===== config.mk =====
export PLATFORM = sky130hd
export DESIGN_NAME = tmkps_cell
export DESIGN_NICKNAME = d
export VERILOG_FILES = /design/src/rtl/core/tmkps_pkg.sv /design/src/rtl/core/tmkps_cell.sv
export SDC_FILE = /design/constraint.sdc
export NUM_CORES = 1
export LEC_CHECK = 0
export ABC_AREA = 1
export BUFFER_PORTS_ARGS = -buffer_cell sky130_fd_sc_hd__buf_2
export CAP_MARGIN = 0
export CORE_MARGIN = 2
export CORE_UTILIZATION = 49
export DETAILED_ROUTE_END_ITERATION = 10
export MAX_ROUTING_LAYER = met4
export PLACE_DENSITY_LB_ADDON = 0.12
export SYNTH_ARGS = -nofsm -noshare
export SYNTH_HDL_FRONTEND = slang
export SYNTH_SLANG_ARGS = --single-unit
export TNS_END_PERCENT = 30

===== constraint.sdc =====
create_clock -name clk -period 2.62 [get_ports clk]
set_clock_uncertainty 0.1 [all_clocks]
set_input_delay 0.262 -clock clk [delete_from_list [all_inputs] [get_ports clk]]
set_output_delay 0.262 -clock clk [all_outputs]
set_load 0.01 [all_outputs]

===== src/rtl/core/tmkps_pkg.sv =====
// shared types and constants of the tick scheduler
package tmkps_pkg;

	localparam int ENTRIES   = 64;
	localparam int TIME_BITS = 16;
	localparam int SLOT_W    = $clog2(ENTRIES);
	localparam int PID_W     = 7;
	localparam int BURST_W   = 8;
	localparam int PRIO_W    = 8;
	localparam int KEY_W     = 8;
	localparam int CFG_IDX_W = 1;

	localparam logic [TIME_BITS-1:0] TIME_MAX = {TIME_BITS{1'b1}};

	// operation codes of an input word
	localparam logic [1:0] FUNC_CLEAR = 2'd0;
	localparam logic [1:0] FUNC_LOAD  = 2'd1;
	localparam logic [1:0] FUNC_TICK  = 2'd2;

	// configuration register indexes
	localparam logic [CFG_IDX_W-1:0] CFG_KEY_SELECT = 1'b0;
	localparam logic [CFG_IDX_W-1:0] CFG_PREEMPTIVE = 1'b1;

	// busy count saturates here: only zero, one or more matter
	localparam logic [1:0] BUSY_SAT = 2'd2;

	typedef struct packed {
		logic [1:0]           func;
		logic [5:0]           entry_slot;
		logic [TIME_BITS-1:0] arrival_tick;
		logic [BURST_W-1:0]   burst_length;
		logic [PRIO_W-1:0]    priority_level;
	} in_word_t;

	typedef struct packed {
		logic [PID_W-1:0]     running_pid;
		logic                 completed;
		logic [TIME_BITS-1:0] finish_tick;
		logic [TIME_BITS-1:0] turnaround;
		logic [TIME_BITS-1:0] waiting;
		logic                 all_done;
	} out_word_t;

	// selection token handed from cell to cell
	typedef struct packed {
		logic                 live;
		logic                 found;
		logic                 forced;
		logic [SLOT_W-1:0]    slot;
		logic [KEY_W-1:0]     key;
		logic [BURST_W-1:0]   rem;
		logic [TIME_BITS-1:0] arrival;
		logic [BURST_W-1:0]   burst;
		logic [1:0]           busy_cnt;
	} tok_t;

	// broadcast control from the sequencer to every cell
	typedef struct packed {
		logic                 clr;
		logic                 ld;
		logic [5:0]           ld_slot;
		logic [TIME_BITS-1:0] ld_arrival;
		logic [BURST_W-1:0]   ld_burst;
		logic [PRIO_W-1:0]    ld_prio;
		logic                 dec;
		logic [SLOT_W-1:0]    dec_slot;
		logic                 key_select;
		logic                 hold_en;
		logic [SLOT_W-1:0]    hold_slot;
		logic [TIME_BITS-1:0] now_tick;
	} ctrl_t;

endpackage


===== src/rtl/core/tmkps_cell.sv =====
// one table slot of the scheduler with its stage of the selection chain
module tmkps_cell (
	input  logic                        clk,
	input  logic                        arst_n,
	input  logic [tmkps_pkg::SLOT_W-1:0] idx,
	input  tmkps_pkg::ctrl_t            ctrl,
	input  tmkps_pkg::tok_t             tok_in,
	output tmkps_pkg::tok_t             tok_out
);

	logic                                valid_q;
	logic [tmkps_pkg::TIME_BITS-1:0]     arrival_q;
	logic [tmkps_pkg::BURST_W-1:0]       burst_q;
	logic [tmkps_pkg::BURST_W-1:0]       rem_q;
	logic [tmkps_pkg::PRIO_W-1:0]        prio_q;
	tmkps_pkg::tok_t                     tok_q;
	tmkps_pkg::tok_t                     tok_nxt;
	logic                                busy;
	logic                                rdy;
	logic [tmkps_pkg::KEY_W-1:0]         key;
	logic                                hold_hit;
	logic                                ld_hit;
	logic                                dec_hit;

	// slot status seen by the selection
	assign busy     = valid_q && (rem_q != '0);
	assign rdy      = busy && (arrival_q <= ctrl.now_tick);
	assign key      = ctrl.key_select ? prio_q : rem_q;
	assign hold_hit = ctrl.hold_en && (ctrl.hold_slot == idx);
	assign ld_hit   = ctrl.ld && (ctrl.ld_slot == 6'(idx));
	assign dec_hit  = ctrl.dec && (ctrl.dec_slot == idx);

	// compare own entry against the token, held entry overrides
	always_comb begin
		tok_nxt = tok_in;
		if (busy && tok_in.busy_cnt != tmkps_pkg::BUSY_SAT) begin
			tok_nxt.busy_cnt = tok_in.busy_cnt + 2'd1;
		end
		if (tok_in.live && rdy && !tok_in.forced) begin
			if (hold_hit || !tok_in.found || key < tok_in.key) begin
				tok_nxt.found   = 1'b1;
				tok_nxt.forced  = hold_hit;
				tok_nxt.slot    = idx;
				tok_nxt.key     = key;
				tok_nxt.rem     = rem_q;
				tok_nxt.arrival = arrival_q;
				tok_nxt.burst   = burst_q;
			end
		end
	end

	// token stage toward the next cell
	always_ff @(posedge clk or negedge arst_n) begin
		if (!arst_n) begin
			tok_q <= '0;
		end else begin
			tok_q <= tok_nxt;
		end
	end

	assign tok_out = tok_q;

	// slot valid flag
	always_ff @(posedge clk or negedge arst_n) begin
		if (!arst_n) begin
			valid_q <= 1'b0;
		end else if (ctrl.clr) begin
			valid_q <= 1'b0;
		end else if (ld_hit) begin
			valid_q <= 1'b1;
		end
	end

	// slot contents, written on load, remaining work counted down on run
	always_ff @(posedge clk) begin
		if (ld_hit) begin
			arrival_q <= ctrl.ld_arrival;
			burst_q   <= ctrl.ld_burst;
			rem_q     <= ctrl.ld_burst;
			prio_q    <= ctrl.ld_prio;
		end else if (dec_hit) begin
			rem_q <= rem_q - {{(tmkps_pkg::BURST_W-1){1'b0}}, 1'b1};
		end
	end

endmodule


# After elaboration in Yosys (flattened, before gate mapping)

Index checks and enable logic that the tools add are counted.

Reduce and logical (&&, ||, !) cells: 15
Add/sub/neg operators: 2
Multiplexer cells: 8
Div/mod/pow operators: 0
Multiply operators: 0
Shift operators: 0
Bitwise logic cells: 0
Order comparisons: 2
Equal/unequal tests: 4

Operators by type and width:

| operator                                          | number |
|---|---|
| 2-to-1 mux 48 bit                                 | 2 |
| 2-to-1 mux 8 bit                                  | 3 |
| == test 6 bit                                     | 3 |
| <= comparator 16 bit                              | 1 |
| logical AND 1 bit                                 | 8 |
| < comparator 8 bit                                | 1 |
| nonzero test 8 bit                                | 1 |
| subtractor 8 x 1 -> 8 bit (second input constant) | 1 |
| nonzero test 2 bit                                | 2 |
| adder 2 x 1 -> 2 bit (second input constant)      | 1 |
| logical NOT 1 bit                                 | 2 |
| logical OR 1 bit                                  | 2 |
| 2-to-1 mux 1 bit                                  | 2 |
| 2-to-1 mux 2 bit                                  | 1 |
| inequality test 2 bit (second input constant)     | 1 |

Memories kept: 0
Bits in latches: 0
Output and inout port bits: 51
Register bits after elaboration: 92
Bits in writable memories: 0
Input port bits: 130
ROM bits: 0
Word-level logic and storage cells: 45

# Depth between registers and ports, before layout

Word-level depth: 6
Depth in mapped cells: 16
Gate-level depth less buffers: 15

# Worst setup path after synthesis

OpenSTA, ideal clock, no wires.

Path type: input port to flip-flop
Start: input ctrl[23] (netlist bit)
End: register tok_q, in the netlist tok_out[32]
Data required time: 2403 ps
Library setup time: 117 ps
Stages on the path: 12
Slack: 567 ps
Arrival: 1837 ps
Buffers on the path: 2
Cells stage by stage: clkbuf_1 o21ai_0 ha_1 a21oi_1 nor2_1 a211oi_1 nand2_1 nand2_4 nand3_4 buf_6 nand2_1 nand2_1

RTL lines:

| item                   | line             | source |
|---|---|---|
| start: declaration     | tmkps_cell.sv:6  | `input tmkps_pkg::ctrl_t ctrl,` |
| end signal: assignment | tmkps_cell.sv:57 | `tok_q <= tok_nxt;` |
| end: declaration       | tmkps_cell.sv:16 | `tmkps_pkg::tok_t tok_q;` |

==> flow_metrics.py <==
metrics = {
    "floorplan": {
        "die_h_um": 99.89,
        "die_x_um": 99.89,
        "ios": 181,
        "initial_core_util_pct": 51.17,
        "die-area_sq_mm": 0.009978,
        "core_sq_mm": 0.008806,
        "num_rows": 34,
    },
    "detailed_routing": {
        "num_vias": 4131,
        "drt_pass1_iterations": 4,
        "viasPerCell": 4.947,
        "ant_nets": 0,
        "drtIter0Drc": 169,
        "wl_mm": 12.19,
        "remaining_drc_errors": 0,
        "wl_per_cell_um": 14.59,
    },
    "timing": {
        "relSlewSlack_pct": 53.88,
        "setup-violations-final": 0,
        "worst_hold_slack_ns": 0.01236,
        "tightest_slew_ns": 0.6918,
        "min_period_over_period_pct": 92.35,
        "rsz0062_at_grt": "no",
        "fin_tns_setup_ns": 0,
        "setup_slack_ns": 0.2005,
        "timing.fmax_ghz": 0.4133,
        "hold_violations": 0,
        "drv_slew": 0,
        "fin_crit_ns": 2.420,
    },
    "synthesis": {
        "synth_top_area_share_pct": 28.88,
        "yosysSeqAreaShare_pct": 55.54,
        "yosysUniqueCellTypes": 33,
        "synthCells": 472,
        "synth_common_cells": "154 x nand2_1, 52 x dfrtp_1, 52 x nand3_1",
        "synth_edf_count": 40,
        "synth.avg_cell_area_sq_um": 9.546,
        "synthMostInstantiatedCell": "nand2_1",
        "synthTopCellsByArea": "dfrtp_1 29%, edfxtp_1 27%, nand2_1 13%",
        "syn-cell-area_sq_mm": 0.004506,
        "ys_ff_latch": 92,
        "ys.warnings.count": 0,
        "yosys.area.top_type": "dfrtp_1",
        "syn_nets": 628,
        "async_flop_share_pct": 56.52,
        "ys.flop_type": "dfrtp_1",
    },
    "hold_path": {
        "whs_endpoint": "tok_out[27]",
        "hold_depth": 3,
        "hold_start": "tok_in[27]",
        "hold_path.class": "input pin to flop",
    },
    "placement": {
        "hpwl_mm": 8.161,
        "placed_area_sq_mm": 0.005497,
        "place.gp.congestion": 0.9408,
        "dpl_worst_slack_ns": 0.2435,
        "port_buffers": 180,
    },
    "global_routing": {
        "antenna_found_initial": 0,
        "grt_remaining_overflow": 0,
        "grt_max_degree": 53,
        "grt_first_pass_wirelength_mm": 18.86,
        "grt_pass1_vias": 4154,
        "track_usage_pct": 25.19,
    },
    "clock_tree": {
        "worstSkewPairLatency_ns": 0.36,
        "path_clk_slew_ns": 0.09,
        "clock-sinks": 92,
        "cts_resized": 0,
        "htreeDepth": 3,
        "cts_hold_buffers": 66,
        "cts_buffers": 9,
        "cts_tree": "built",
        "postCtsSetupRepairBufs": 0,
        "cts_buffer_depth": 2,
        "cts_root_buf": "clkbuf_8",
    },
    "critical_path": {
        "r2r_start": "rem_q[7]",
        "cp_cell_sequence": "inv_1 -> o21ai_0 -> ha_1 -> nand2_1 -> nor2_1 -> a211oi_1 -> nand2_1 -> nand2_4 -> nand3_4 -> buf_12 -> nand2_1 -> nand2_1",
        "reg2reg_to": "tok_out[31]",
        "r2r_setup_slack_ns": 0.20,
        "worst_setup_path_start_kind": "flop",
        "path_class": "flop to flop",
        "cpMaxStageDelayCell": "edfxtp_1",
        "rr_worst_depth": 12,
        "path_max_fanout": 37,
        "path_common_cell": "nand2_1",
        "crit_arrival_ns": 2.57,
        "slowest_delay_ns": 0.41,
        "cp.required_ns": 2.77,
        "cp-end-kind": "flop",
    },
    "layout": {
        "antenna_cells": 0,
        "multi_input_area_sq_mm": 0.001673,
        "drive_gt1_share_pct": 29.44,
        "syn_to_final_growth_pct": 40.93,
        "nets": 878,
        "fillers": 696,
        "seq_area_sq_mm": 0.002502,
        "stdcell_area_sq_mm": 0.006350,
    },
    "power_and_ir_drop": {
        "leakagePower_nw": 3.260,
        "peakVddDrop_mv": 0.2600,
        "p_sw_mw": 0.7676,
        "p_seq_share_pct": 53.6,
        "p_per_area_mw_per_mm2": 462.2,
        "intPower_mw": 2.167,
        "swShare_pct": 26.16,
        "p_clk_share_pct": 30.6,
        "p_comb_share_pct": 15.8,
    },
    "job": {
        "max_cap_violations": 0,
    },
    "run_status": {
        "outcome": "finished, final reports clean",
    },
}
## power groups by stage
stage / clock network [mW] / registers (mW) / logic, mW
2_1_floorplan: 0 / 1.63 / 0.157
3_3_place_gp: 0 / 1.60 / 0.368
3_5_place_dp: 0 / 1.60 / 0.378
4_1_cts: 0.906 / 1.57 / 0.457
5_1_grt: 0.967 / 1.58 / 0.513
6_report: 0.897 / 1.57 / 0.464
## critical path: cells and delay by family (launching register included)
kind	cells	cell delay (ns)
and+or+nand+nor	7	0.69
AOI/OAI and AO/OA	2	0.47
DFF	1	0.41
buffers and inverters	2	0.32
adders and majority gates	1	0.31
## sequential cells by signal, indices dropped and copies added, names as in the netlist
register   cells
valid_q        1
arrival_q     16
burst_q        8
tok_out       51
prio_q         8
rem_q          8
## worst max-delay path by stage
stage | endpoint | slack [ns] | from
after global placement | tok_out[31] | 0.31 | arrival_q[15]
after floorplan | tok_out[32] | 0.57 | ctrl[23]
after CTS | tok_out[31] | 0.23 | rem_q[7]
final | tok_out[31] | 0.20 | rem_q[7]
after detailed placement | tok_out[31] | 0.24 | ctrl[23]
after global routing | tok_out[36] | 0.02 | rem_q[5]
## routing by layer
layer	up-vias	GRT usage (%)	share of wire (%)
met2	141	45.06	52
met4	0	10.54	2.0
met5	-	-	0
met3	19	3.134	4.9
li1	2041	-	-
met1	1930	28.57	41
## cell type report
class / instances / share of cell area (%)
repair buffers: 255 / 26.29
flip-flops and latches: 92 / 39.41
clock buffers: 10 / 2.167
clock inverters: 6 / 0.7094
well taps: 108 / 2.128
multi-input cells: 314 / 26.34
inverters: 50 / 2.956
## cells by family after synthesis
family          count (synthesis)  share of synthesized area [%]
compound gates                 43                          5.526
xor+xnor                       13                          2.527
fa+ha+maj                      26                          7.220
buf+inv                        66                          7.498
flops                          92                          55.54
simple gates                  232                          21.69
## stage by stage
step	total power, mW	cells	utilization [%]
3_3_place_gp	1.970	752	62.42
5_1_grt	3.059	835	72.11
2_1_floorplan	1.784	472	-
4_1_cts	2.936	834	71.99
3_5_place_dp	1.982	752	62.42
6_report	2.935	835	72.11
## placed cells by master, fill, tap and decap left out, types with 10 or more instances in the layout
cell             n
nand2_1        154
edfxtp_1        40
a21oi_1         10
nand3_1         52
dfrtp_1         52
xor2_1          11
dlygate4sd3_1   67
buf_2          180
ha_1            26
clkbuf_8        10
o21ai_0         23
inv_1           45
nor2_1          14
No activity file was read; power rests on OpenSTA's default activity.
